[src/rtl/core/bdq_pkg.sv]
// shared types and codes for the bounded deque with sorted insert
package bdq_pkg;

    localparam int DEFAULT_CAPACITY = 16;
    localparam int WORD_W           = 32;
    localparam int CMD_W            = 3;
    localparam int STATUS_W         = 2;
    localparam int COUNT_W          = 5;

    typedef logic signed [WORD_W-1:0] word_t;
    typedef logic [COUNT_W-1:0]       count_field_t;

    typedef enum logic [CMD_W-1:0] {
        CMD_PUSH_FRONT    = 3'd0,
        CMD_PUSH_BACK     = 3'd1,
        CMD_POP_FRONT     = 3'd2,
        CMD_POP_BACK      = 3'd3,
        CMD_REMOVE        = 3'd4,
        CMD_SORTED_INSERT = 3'd5
    } cmd_t;

    typedef enum logic [STATUS_W-1:0] {
        ST_OK        = 2'd0,
        ST_EMPTY     = 2'd1,
        ST_NOT_FOUND = 2'd2,
        ST_FULL      = 2'd3
    } status_t;

    // what every cell does in this cycle
    typedef enum logic [2:0] {
        CM_HOLD,
        CM_PUSH_FRONT,
        CM_PUSH_BACK,
        CM_SORTED,
        CM_POP_FRONT,
        CM_POP_BACK,
        CM_REMOVE
    } cell_mode_t;

    typedef struct packed {
        cell_mode_t mode;
        word_t      operand;
    } cell_ctrl_t;

endpackage

[src/rtl/core/bdq_ifs.sv]
// valid/ready channel interfaces for command and result beats
interface bdq_in_if;
    logic                    valid;
    logic                    ready;
    logic [2:0]              command;
    bdq_pkg::word_t          operand_value;

    modport source (output valid, output command, output operand_value, input ready);
    modport sink   (input valid, input command, input operand_value, output ready);
endinterface

interface bdq_out_if;
    logic                    valid;
    logic                    ready;
    bdq_pkg::word_t          extracted_value;
    logic [1:0]              status;
    bdq_pkg::count_field_t   entry_count;

    modport source (output valid, output extracted_value, output status,
                    output entry_count, input ready);
    modport sink   (input valid, input extracted_value, input status,
                    input entry_count, output ready);
endinterface

[src/rtl/core/bounded_deque_with_sorted_insert_core.sv]
// top level: bounded deque with sorted insert built as a row of shift cells
//
// usage
//   in_ch carries command beats (command, operand_value), out_ch carries one
//   result beat per command (extracted_value, status, entry_count).
//   commands: push front, push back, pop front, pop back, remove first equal
//   value, sorted insert (before the first greater entry, else at the back).
//   every position is a cell that compares against the operand and takes its
//   left or right neighbor's word in the same cycle; the result beat is valid
//   the cycle after the command beat. throughput is one command per cycle
//   while the receiver does not stall; the ripple chains of insert point,
//   match and extracted word through all CAPACITY cells set the cycle time.
//   a full store refuses inserts (status full), an empty one refuses pops and
//   removes (status empty); a remove with no match reports not found.
//   reset clears the count and every cell valid flag; stored words are not
//   cleared and are never read before being written.
//   the result sits in an output register; when the receiver stalls a new
//   command is taken only if the register frees up in the same cycle.
module bounded_deque_with_sorted_insert_core
#(
    parameter int CAPACITY = bdq_pkg::DEFAULT_CAPACITY
)
(
    input  logic   clk,
    input  logic   rst_n,
    bdq_in_if.sink   in_ch,
    bdq_out_if.source out_ch
);
    import bdq_pkg::*;

    localparam int CW = $clog2(CAPACITY + 1);

    // occupancy
    logic [CW-1:0] count_reg;
    logic [CW-1:0] count_next;
    logic          full;
    logic          empty;

    // output register
    logic          out_valid_reg;
    word_t         out_value_reg;
    status_t       out_status_reg;
    count_field_t  out_count_reg;

    logic          accept;
    cell_ctrl_t    ctrl;
    status_t       status_dec;
    status_t       status_now;
    logic [CW+COUNT_W-1:0] count_wide;

    // cell row and neighbor chains
    word_t                 cell_value [CAPACITY];
    logic [CAPACITY-1:0]   cell_valid;
    logic [CAPACITY:0]     ins_chain;
    logic [CAPACITY:0]     rm_chain;
    word_t                 ext_chain [CAPACITY+1];

    assign full   = (count_reg == CW'(CAPACITY));
    assign empty  = (count_reg == '0);
    assign accept = in_ch.valid && in_ch.ready;

    // a new beat goes in when the result slot is free or being drained
    assign in_ch.ready = !out_valid_reg || out_ch.ready;

    // decode the command into a cell mode, refusing what cannot be done
    always_comb
    begin
        ctrl.mode    = CM_HOLD;
        ctrl.operand = in_ch.operand_value;
        status_dec   = ST_OK;
        unique case (in_ch.command)
            CMD_PUSH_FRONT:
            begin
                if (full) status_dec = ST_FULL;
                else      ctrl.mode  = CM_PUSH_FRONT;
            end
            CMD_PUSH_BACK:
            begin
                if (full) status_dec = ST_FULL;
                else      ctrl.mode  = CM_PUSH_BACK;
            end
            CMD_SORTED_INSERT:
            begin
                if (full) status_dec = ST_FULL;
                else      ctrl.mode  = CM_SORTED;
            end
            CMD_POP_FRONT:
            begin
                if (empty) status_dec = ST_EMPTY;
                else       ctrl.mode  = CM_POP_FRONT;
            end
            CMD_POP_BACK:
            begin
                if (empty) status_dec = ST_EMPTY;
                else       ctrl.mode  = CM_POP_BACK;
            end
            CMD_REMOVE:
            begin
                if (empty) status_dec = ST_EMPTY;
                else       ctrl.mode  = CM_REMOVE;
            end
            default:
            begin
                // unused codes leave the list alone
                status_dec = ST_OK;
            end
        endcase
        if (!accept) ctrl.mode = CM_HOLD;
    end

    // a remove that ran through the whole row without a match is not found
    assign status_now = (ctrl.mode == CM_REMOVE && !rm_chain[CAPACITY]) ? ST_NOT_FOUND
                                                                         : status_dec;

    // chain heads: nothing happened to the left of the front cell
    assign ins_chain[0] = 1'b0;
    assign rm_chain[0]  = 1'b0;
    assign ext_chain[0] = '0;

    for (genvar i = 0; i < CAPACITY; i++)
    begin : g_cell
        word_t lv;
        logic  lvld;
        word_t rv;
        logic  rvld;

        if (i == 0)
        begin : g_front
            assign lv   = '0;
            assign lvld = 1'b1;
        end
        else
        begin : g_inner_l
            assign lv   = cell_value[i-1];
            assign lvld = cell_valid[i-1];
        end

        if (i == CAPACITY - 1)
        begin : g_back
            assign rv   = '0;
            assign rvld = 1'b0;
        end
        else
        begin : g_inner_r
            assign rv   = cell_value[i+1];
            assign rvld = cell_valid[i+1];
        end

        bdq_cell u_cell
        (
            .clk            (clk),
            .rst_n          (rst_n),
            .ctrl           (ctrl),
            .left_value     (lv),
            .left_valid     (lvld),
            .right_value    (rv),
            .right_valid    (rvld),
            .ins_before_in  (ins_chain[i]),
            .ins_before_out (ins_chain[i+1]),
            .rm_before_in   (rm_chain[i]),
            .rm_before_out  (rm_chain[i+1]),
            .ext_in         (ext_chain[i]),
            .ext_out        (ext_chain[i+1]),
            .value          (cell_value[i]),
            .valid          (cell_valid[i])
        );
    end

    // count follows what the cells actually did
    always_comb
    begin
        count_next = count_reg;
        unique case (ctrl.mode)
            CM_PUSH_FRONT, CM_PUSH_BACK, CM_SORTED:
                count_next = count_reg + CW'(1);
            CM_POP_FRONT, CM_POP_BACK:
                count_next = count_reg - CW'(1);
            CM_REMOVE:
                if (rm_chain[CAPACITY]) count_next = count_reg - CW'(1);
            default:
                count_next = count_reg;
        endcase
    end

    // report the count masked to the result field width
    assign count_wide = {{COUNT_W{1'b0}}, count_next};

    always_ff @(posedge clk or negedge rst_n)
    begin
        if (!rst_n)
        begin
            count_reg     <= '0;
            out_valid_reg <= 1'b0;
        end
        else
        begin
            count_reg <= count_next;
            if (accept)
            begin
                out_valid_reg <= 1'b1;
            end
            else if (out_ch.ready)
            begin
                out_valid_reg <= 1'b0;
            end
        end
    end

    always_ff @(posedge clk)
    begin
        if (accept)
        begin
            out_value_reg  <= ext_chain[CAPACITY];
            out_status_reg <= status_now;
            out_count_reg  <= count_wide[COUNT_W-1:0];
        end
    end

    assign out_ch.valid           = out_valid_reg;
    assign out_ch.extracted_value = out_value_reg;
    assign out_ch.status          = out_status_reg;
    assign out_ch.entry_count     = out_count_reg;

`ifndef SYNTH
    // occupancy never passes the capacity
    a_count_bound: assert property (@(posedge clk) disable iff (!rst_n)
        count_reg <= CW'(CAPACITY))
        else $error("count above capacity");

    // cell valid flags always agree with the count
    a_valid_matches_count: assert property (@(posedge clk) disable iff (!rst_n)
        $countones(cell_valid) == int'(count_reg))
        else $error("cell valid flags disagree with count");

    // a refused insert leaves the count unchanged
    a_full_holds: assert property (@(posedge clk) disable iff (!rst_n)
        accept && status_now == ST_FULL |=> $stable(count_reg))
        else $error("count moved on a full insert");

    // every accepted beat shows up as a result in the next cycle
    a_result_follows: assert property (@(posedge clk) disable iff (!rst_n)
        accept |=> out_valid_reg)
        else $error("accepted beat produced no result");
`endif

endmodule

[src/rtl/core/bdq_cell.sv]
// one deque position: holds a word and its valid flag, shifts with its neighbors
module bdq_cell
(
    input  logic               clk,
    input  logic               rst_n,
    input  bdq_pkg::cell_ctrl_t ctrl,
    input  bdq_pkg::word_t     left_value,
    input  logic               left_valid,
    input  bdq_pkg::word_t     right_value,
    input  logic               right_valid,
    input  logic               ins_before_in,
    output logic               ins_before_out,
    input  logic               rm_before_in,
    output logic               rm_before_out,
    input  bdq_pkg::word_t     ext_in,
    output bdq_pkg::word_t     ext_out,
    output bdq_pkg::word_t     value,
    output logic               valid
);
    import bdq_pkg::*;

    word_t value_reg;
    word_t value_next;
    logic  valid_reg;
    logic  valid_next;
    logic  ins_here;
    logic  rm_here;
    logic  is_insert;

    // local insert point / removal point for this position
    always_comb
    begin
        ins_here  = 1'b0;
        rm_here   = 1'b0;
        is_insert = 1'b0;
        unique case (ctrl.mode)
            CM_PUSH_FRONT:
            begin
                is_insert = 1'b1;
                ins_here  = 1'b1;
            end
            CM_PUSH_BACK:
            begin
                is_insert = 1'b1;
                ins_here  = !valid_reg;
            end
            CM_SORTED:
            begin
                is_insert = 1'b1;
                ins_here  = !valid_reg || (ctrl.operand < value_reg);
            end
            CM_POP_FRONT: rm_here = 1'b1;
            CM_POP_BACK:  rm_here = valid_reg && !right_valid;
            CM_REMOVE:    rm_here = valid_reg && (value_reg == ctrl.operand);
            CM_HOLD:      rm_here = 1'b0;
            default:      rm_here = 1'b0;
        endcase
    end

    always_comb
    begin
        value_next = value_reg;
        valid_next = valid_reg;
        if (is_insert)
        begin
            if (ins_before_in)
            begin
                value_next = left_value;
                valid_next = left_valid;
            end
            else if (ins_here)
            begin
                value_next = ctrl.operand;
                valid_next = 1'b1;
            end
        end
        else if (rm_before_in || rm_here)
        begin
            value_next = right_value;
            valid_next = right_valid;
        end
    end

    assign ins_before_out = ins_before_in || (is_insert && ins_here);
    assign rm_before_out  = rm_before_in || rm_here;
    assign ext_out        = (rm_here && !rm_before_in) ? value_reg : ext_in;

    always_ff @(posedge clk or negedge rst_n)
    begin
        if (!rst_n)
        begin
            valid_reg <= 1'b0;
        end
        else
        begin
            valid_reg <= valid_next;
        end
    end

    always_ff @(posedge clk)
    begin
        value_reg <= value_next;
    end

    assign value = value_reg;
    assign valid = valid_reg;

endmodule
[src/flat_wrapper.sv]
// flat-port wrapper written by rule: the top's interface ports become plain ports
module bounded_deque_with_sorted_insert_core_flat import bdq_pkg::*;
#(
    parameter int CAPACITY = bdq_pkg::DEFAULT_CAPACITY
)
  (clk, rst_n, in_ch_valid, in_ch_command, in_ch_operand_value, in_ch_ready, out_ch_valid, out_ch_extracted_value, out_ch_status, out_ch_entry_count, out_ch_ready);
  bdq_in_if in_ch_i ();
  bdq_out_if out_ch_i ();
  input  logic clk;
  input  logic rst_n;
  input wire logic [$bits(in_ch_i.valid)-1:0] in_ch_valid;
  input wire logic [$bits(in_ch_i.command)-1:0] in_ch_command;
  input wire logic [$bits(in_ch_i.operand_value)-1:0] in_ch_operand_value;
  output wire logic [$bits(in_ch_i.ready)-1:0] in_ch_ready;
  output wire logic [$bits(out_ch_i.valid)-1:0] out_ch_valid;
  output wire logic [$bits(out_ch_i.extracted_value)-1:0] out_ch_extracted_value;
  output wire logic [$bits(out_ch_i.status)-1:0] out_ch_status;
  output wire logic [$bits(out_ch_i.entry_count)-1:0] out_ch_entry_count;
  input wire logic [$bits(out_ch_i.ready)-1:0] out_ch_ready;
  assign in_ch_i.valid = in_ch_valid;
  assign in_ch_i.command = in_ch_command;
  assign in_ch_i.operand_value = in_ch_operand_value;
  assign in_ch_ready = in_ch_i.ready;
  assign out_ch_valid = out_ch_i.valid;
  assign out_ch_extracted_value = out_ch_i.extracted_value;
  assign out_ch_status = out_ch_i.status;
  assign out_ch_entry_count = out_ch_i.entry_count;
  assign out_ch_i.ready = out_ch_ready;
  bounded_deque_with_sorted_insert_core #(.CAPACITY(CAPACITY)) u_core (.clk(clk), .rst_n(rst_n), .in_ch(in_ch_i), .out_ch(out_ch_i));
endmodule
[config.mk]
export PLATFORM = sky130hd
export DESIGN_NAME = bounded_deque_with_sorted_insert_core_flat
export DESIGN_NICKNAME = d
export VERILOG_FILES = /design/src/rtl/core/bdq_pkg.sv /design/src/rtl/core/bdq_ifs.sv /design/src/rtl/core/bounded_deque_with_sorted_insert_core.sv /design/src/rtl/core/bdq_cell.sv /design/src/flat_wrapper.sv
export SDC_FILE = /design/constraint.sdc
export NUM_CORES = 2
export LEC_CHECK = 0
export ABC_AREA = 1
export BUFFER_PORTS_ARGS = -buffer_cell sky130_fd_sc_hd__buf_2
export CORE_MARGIN = 5
export CORE_UTILIZATION = 55
export DETAILED_ROUTE_END_ITERATION = 6
export PLACE_DENSITY = 0.8
export SLEW_MARGIN = 5
export SYNTH_ARGS = -nofsm -noshare
export SYNTH_HDL_FRONTEND = slang
export SYNTH_SLANG_ARGS = --single-unit
[constraint.sdc]
create_clock -name clk -period 12.45 [get_ports clk]
set_input_delay 1.245 -clock clk [delete_from_list [all_inputs] [get_ports clk]]
set_output_delay 1.245 -clock clk [all_outputs]
set_load 0.01 [all_outputs]
Yosys cells after proc, flatten, opt, wreduce, memory -nomap -nowiden

Index checks and enable logic that the tools add are counted.

Register bits after elaboration: 573
Bits of input ports: 39
Output and inout port bits: 41
Logic and storage cells: 470

Add/sub/neg operators: 2
$lt $le $gt $ge: 16
Reductions and logical operators: 181
Muxes and demuxes: 190
Eq/ne operators: 44

Operators by type and width:

| operator            | number |
|---|---|
| $mux 32             | 79 |
| $eq 32x32->1        | 16 |
| $lt 32x32->1        | 16 |
| $pmux 1 s3          | 32 |
| $mux 1              | 68 |
| $logic_and 1x1->1   | 63 |
| $logic_or 1x1->1    | 46 |
| $ne 3x3->1 const B  | 15 |
| $reduce_bool 2->1   | 17 |
| $logic_not 1->1     | 33 |
| $reduce_and 2->1    | 16 |
| $pmux 3 s6          | 1 |
| $eq 3x3->1 const B  | 5 |
| $pmux 5 s3          | 1 |
| $eq 3x2->1 const B  | 4 |
| $mux 3              | 4 |
| $reduce_or 3->1     | 3 |
| $eq 3x1->1 const B  | 2 |
| $mux 2              | 3 |
| $add 5x1->5 const B | 1 |
| $eq 5x5->1 const B  | 1 |
| $logic_not 5->1     | 1 |
| $mux 5              | 1 |
| $sub 5x1->5 const B | 1 |
| other kinds (4)     | 4 |

Longest topological paths before layout

Word-level depth: 24
Gate-level depth with buffers: 27
Mapped depth without buffers: 26

By module

A second synthesis with hierarchy kept.

Cells, all modules: 7,054
Area, all modules: 53,221.0 µm²

Modules (own cells, without submodules):

| module                                 | cells an instance | times used | seq. area each (µm²) | area an instance (µm²) |
|---|---|---|---|---|
| bdq_cell (u_core.g_cell[0].u_cell ...) | 431               | 14         | 985.9                | 3,209.3 |
| bdq_cell (u_core.g_cell[13].u_cell)    | 434               | 1          | 985.9                | 3,154.3 |
| bdq_cell (u_core.g_cell[9].u_cell)     | 431               | 1          | 985.9                | 3,150.5 |
| bounded_deque_with_sorted_insert_core  | 155               | 1          | 1,321.3              | 1,985.7 |

Least setup slack after synthesis

OpenSTA, ideal clock, no wires.

Path type: input-to-reg
Start point: input out_ch_ready
End point: register u_core.g_cell[15].u_cell.value_reg[0] (enable)
Required time: 11.889 ns
Stages on the path: 20
Library setup time: 0.561 ns
Slack: 6.780 ns
Buffers on the path: 1
Arrival time: 5.109 ns
Cells stage by stage: inv_2 > nand2_2 > nand2_1 > inv_1 > nand2_1 > nand3_1 > nand2_1 > buf_2 > nand2_1 > nor2_1 > nor2_2 > nand4_4 > nor2_2 > nand4_2 > nor2_4 > nand4_4 > nor2_4 > nand3_2 > inv_2 > nand3_1

Longest elaborated chain between the ends: 23
Elaborated cells on any way between the ends: 90
Those cells by class: eq/ne: 7; mux: 34; reduce/logical: 49

Ends and longest elaborated chain:

| what                                     | RTL line                                     | source |
|---|---|---|
| start, declared                          | flat_wrapper.sv:19                           | `input wire logic [$bits(out_ch_i.ready)-1:0] out_ch_ready;` |
| $logic_or 1x1->1 *                       | bounded_deque_with_sorted_insert_core.sv:63  | `assign in_ch.ready = !out_valid_reg \|\| out_ch.ready;` |
| via in_ch_ready                          | flat_wrapper.sv:14                           | `output wire logic [$bits(in_ch_i.ready)-1:0] in_ch_ready;` |
| $logic_and 1x1->1 *                      | bounded_deque_with_sorted_insert_core.sv:60  | `assign accept = in_ch.valid && in_ch.ready;` |
| via u_core.accept                        | bounded_deque_with_sorted_insert_core.sv:45  | `logic accept;` |
| $mux 3 *                                 | bounded_deque_with_sorted_insert_core.sv:108 | `if (!accept) ctrl.mode = CM_HOLD;` |
| $eq 3x1->1 or $eq 3x2->1 (tied branches) | bdq_cell.sv:36                               | `unique case (ctrl.mode)` |
| $reduce_or 3->1 (no source line)         | -                                            |  |
| $mux 1                                   | bdq_cell.sv:36                               |  |
| $logic_and 1x1->1                        | bdq_cell.sv:84                               | `assign ins_before_out = ins_before_in \|\| (is_insert && ins_here);` |
| $logic_or 1x1->1 (14 in series)          | bdq_cell.sv:84                               |  |
| $ne 3x3->1 (no source line)              | -                                            |  |
| $reduce_and 2->1 (no source line) *      | -                                            |  |
| end signal, assigned                     | bdq_cell.sv:102                              | `value_reg <= value_next;` |
| end, declared                            | bdq_cell.sv:22                               | `word_t value_reg;` |

Mark *: on every way through the listed nets, which the timed path passes. The rest lies on a longest branch.
A chain may end at the register's enable or synchronous reset.

Worst setup path after layout

Start point: input in_ch_operand_value[0]
End point: register u_core.g_cell[15].u_cell.value_reg[9] (enable)

Longest elaborated chain between the ends: 20
Elaborated cells on any way between the ends: 143
Those cells by class: order compare: 16; eq/ne: 17; mux: 32; reduce/logical: 78

Ends and longest elaborated chain:

| what                                                             | RTL line                       | source |
|---|---|---|
| start, declared                                                  | flat_wrapper.sv:13             | `input wire logic [$bits(in_ch_i.operand_value)-1:0] in_ch_operand_value;` |
| $lt 32x32->1 or $eq 32x32->1 (tied branches)                     | bdq_cell.sv:50, bdq_cell.sv:54 |  |
| $logic_or 1x1->1 or $logic_and 1x1->1 (tied branches)            | bdq_cell.sv:50, bdq_cell.sv:54 |  |
| $pmux 1 s3                                                       | bdq_cell.sv:36                 |  |
| $logic_and 1x1->1 or $logic_or 1x1->1 (tied branches)            | bdq_cell.sv:84, bdq_cell.sv:85 |  |
| $logic_or 1x1->1, on equally long branches (13 in series)        | bdq_cell.sv:84, bdq_cell.sv:85 |  |
| $logic_or 1x1->1, on equally long branches                       | bdq_cell.sv:84, bdq_cell.sv:77 |  |
| $ne 3x3->1 (no source line) or $reduce_bool 2->1 (tied branches) | -                              |  |
| $reduce_and 2->1 (no source line) *                              | -                              |  |

Mark *: on every way between the ends. The rest lies on a longest branch, timed or not.

==> impl_metrics.csv <==
group,metric,value,unit
detailed_routing,drt_wl_total,140000,µm
cts,clock_sinks,573,
placed_design,placed_cell_area,44900,µm²
sta,setup_violations,0,
logic_synthesis,synth.yosys.warnings,0,
final_layout,utilization,59.8,%
sta,fin_ws,3290,ps
cts,hold_buffers,0,
logic_synthesis,synth-edff-count,551,
placed_design,dp_hpwl,105000,µm
setup_path,ff2ff_setup_slack,3830,ps
setup_path,cp.required,12790,ps
floorplan,initial_utilization,55.2,%
sta,finalHoldViolations,0,
sta,rsz0062_at_grt,"false",
placed_design,post-place-ws,2940,ps
cts,clockRootBuffer,"clkbuf_16",
sta,fmax,109,MHz
setup_path,arrival,9500,ps
power,p_leak,22.7,nW
final_layout,final_cell_mix,"nand2_1, o21ai_0, inv_1",
sta,tightest_slew,1360,ps
power,p_per_area,215,nW/µm²
floorplan,io_pins,80,
cts,post-cts-setup-buffers,0,
setup_path,cp_slowest_cell,"nor2_4",
logic_synthesis,async_flop_share,3.84,%
logic_synthesis,yosys_register_bits,573,
cts,cts.repair.resized,0,
setup_path,worstReg2RegEnd,"u_core.g_cell[15].u_cell.value[9]",
setup_path,end_kind,"register",
sta,fin_crit,9160,ps
setup_path,cpLargestDelayFamily,"simple AND/OR/NAND/NOR gates",
floorplan,die_area,84800,µm²
setup_path,critPathCapture,"u_core.g_cell[15].u_cell.value[9]",
cts,cts_buffers,66,
final_layout,layout.nets,6088,
setup_path,max_stage_delay,950,ps
sta,setup_tns,0,ps
detailed_routing,drc,0,
final_layout,fin_area,47100,µm²
flow_run,drv_cap,0,
cts,clk_latency,620,ps
detailed_routing,viasPerCell,6.19,
setup_path,start_kind,"input pin",
grt,antenna_found_initial,0,
detailed_routing,wire_per_inst,21.2,µm
floorplan,rows,103,
power,power.total,10.1,mW
final_layout,area_delta_synth_final,8.21,%
sta,fin_crit_sh,73.6,%
status,status,"completed",
grt,grt_pass1_vias,39968,
final_layout,final_common_cell,"nand2_1",
final_layout,n_fill_cell,6932,
detailed_routing,drt_iter0_drc,5493,
logic_synthesis,synth_cell_types,60,
power,peakVddDrop,0.000157,V
detailed_routing,detail-route-antenna-nets,0,
cts,h-tree-depth,3,
logic_synthesis,synth.cell_area,43500,µm²
logic_synthesis,yosysSeqAreaShare,39.3,%
grt,grt_pass1_wl,216000,µm
setup_path,crit_top_cell,"buf_4",
floorplan,coreArea,78700,µm²
logic_synthesis,synth_ff_type,"edfxtp_1",
setup_path,r2r-start,"u_core.count_reg[0]",
cts,clockBufferDepth,3,
floorplan,die_h,291,µm
logic_synthesis,netlist_instances,5553,
setup_path,crit_type,"in -> reg",
setup_path,cp_max_fo,69,
sta,fin_skew,26.8,ps
grt,grt_max_degree,184,
sta,slew_headroom,8.92,%
detailed_routing,first_pass_iters,6,
logic_synthesis,syn_area_per_cell,7.83,µm²
grt,grt_overflow,0,
setup_path,critPathBufInv,8,
cts,cts_tree,"yes",
cts,path_clk_slew,60,ps
logic_synthesis,syn_nets,6107,
setup_path,cp-startpoint,"in_ch_operand_value[0]",
final_layout,largest_reg_flops,512,
min_path,min_path_type,"reg -> reg",
floorplan,die_x,291,µm
setup_path,r2r_cells,25,
grt,track_usage,31.7,%
final_layout,drive_gt1_share,5.61,%
placed_design,gp_congestion,0.943,
setup_path,critical_path_cell_count,25,
sta,maxSlewViolCount,0,
detailed_routing,vias,41084,
placed_design,portBuffers,79,
## report_power, final
group          internal, mW  switching (mW)  total, mW
Clock                  1.21           0.839       2.04
Combinational          1.38            3.16       4.54
Sequential             3.14           0.402       3.55
Total                  5.73            4.40       10.1
## layer usage
metal  share of wire, %  GRT usage, %
met1                 38          40.5
met2                 46          52.3
met3                9.6          4.31
met4                6.5          17.7
met5                  0             0
## metrics by stage
stage               std cells  hold WS (ps)
finish                   6632           506
global placement         6515           486
global route             6631           541
CTS                      6630           514
detailed placement       6515           499
floorplan                5553           491
## cells by family (layout without fill, tap and decap cells)
kind of cell / Yosys count / count (layout) / synth area share [%]
XOR/XNOR: 5 / 5 / 0.101
other: 0 / 1 / 0
AND/OR/NAND/NOR: 2109 / 2109 / 20.3
flip-flops: 573 / 573 / 39.3
buffers and inverters: 952 / 980 / 8.39
AO/OA/AOI/OAI: 1399 / 1399 / 17.0
adder cells (fa/ha/maj): 515 / 515 / 14.8
## final cells by class
| type | instances | area [µm²] | share of cell area (%) |
|---|---|---|---|
| multi-input combinational | 4028 | 22900 | 48.6 |
| sequential | 573 | 17100 | 36.3 |
| inverter | 727 | 2730 | 5.80 |
| clock buffer | 79 | 1780 | 3.79 |
| tap | 1050 | 1310 | 2.79 |
| timing repair buffer | 138 | 883 | 1.88 |
| clock inverter | 36 | 395 | 0.840 |
| antenna | 1 | 2.50 | 0.00532 |
## how the worst min path moves through the flow
stage,start,endpoint,cells after the start
floorplan,u_core.g_cell[14].u_cell.valid,u_core.g_cell[15].u_cell.valid,2
global placement,u_core.out_ch.valid,u_core.out_ch.valid,2
detailed placement,u_core.out_ch.valid,u_core.out_ch.valid,2
CTS,u_core.out_ch.valid,u_core.out_ch.valid,2
global route,u_core.out_ch.valid,u_core.out_ch.valid,2
finish,u_core.out_ch.valid,u_core.out_ch.valid,2
## worst reg2reg max path, cell delays in order, from the launching register on
cell     delay [ps]
dfrtp_1         410
inv_1           140
ha_1            280
nand3_2         160
nand2_1         130
nand2_1         100
nand2_4         110
nor2_2           90
inv_1           360
o21ai_1         190
inv_2           100
nand2_2          80
nor2_4          100
buf_4           570
nand4_4         140
buf_4           380
nor3_4          200
buf_4           550
nand4_2         160
buf_4           370
nor2_4          150
buf_4           540
nand4_4         690
nor2_4          960
nand3_1         890
buf_4           500
## cell usage after synthesis (9+ instances only)
cell / instances / share of area, %
a211oi_1: 13 / 0.22
a21oi_1: 259 / 3.0
buf_1: 11 / 0.095
buf_2: 34 / 0.39
clkbuf_1: 174 / 1.5
dfrtp_1: 22 / 1.3
edfxtp_1: 551 / 38
ha_1: 515 / 15
inv_1: 713 / 6.2
inv_2: 13 / 0.11
nand2_1: 1260 / 11
nand3_1: 233 / 2.7
nand4_1: 89 / 1.3
nor2_1: 409 / 3.5
nor2_4: 9 / 0.23
nor3_1: 58 / 0.67
o211ai_1: 14 / 0.24
o21a_1: 14 / 0.24
o21ai_0: 961 / 11
o221ai_1: 22 / 0.44
o22ai_1: 66 / 0.95
Note: power is estimated with default switching activity, not from simulation.
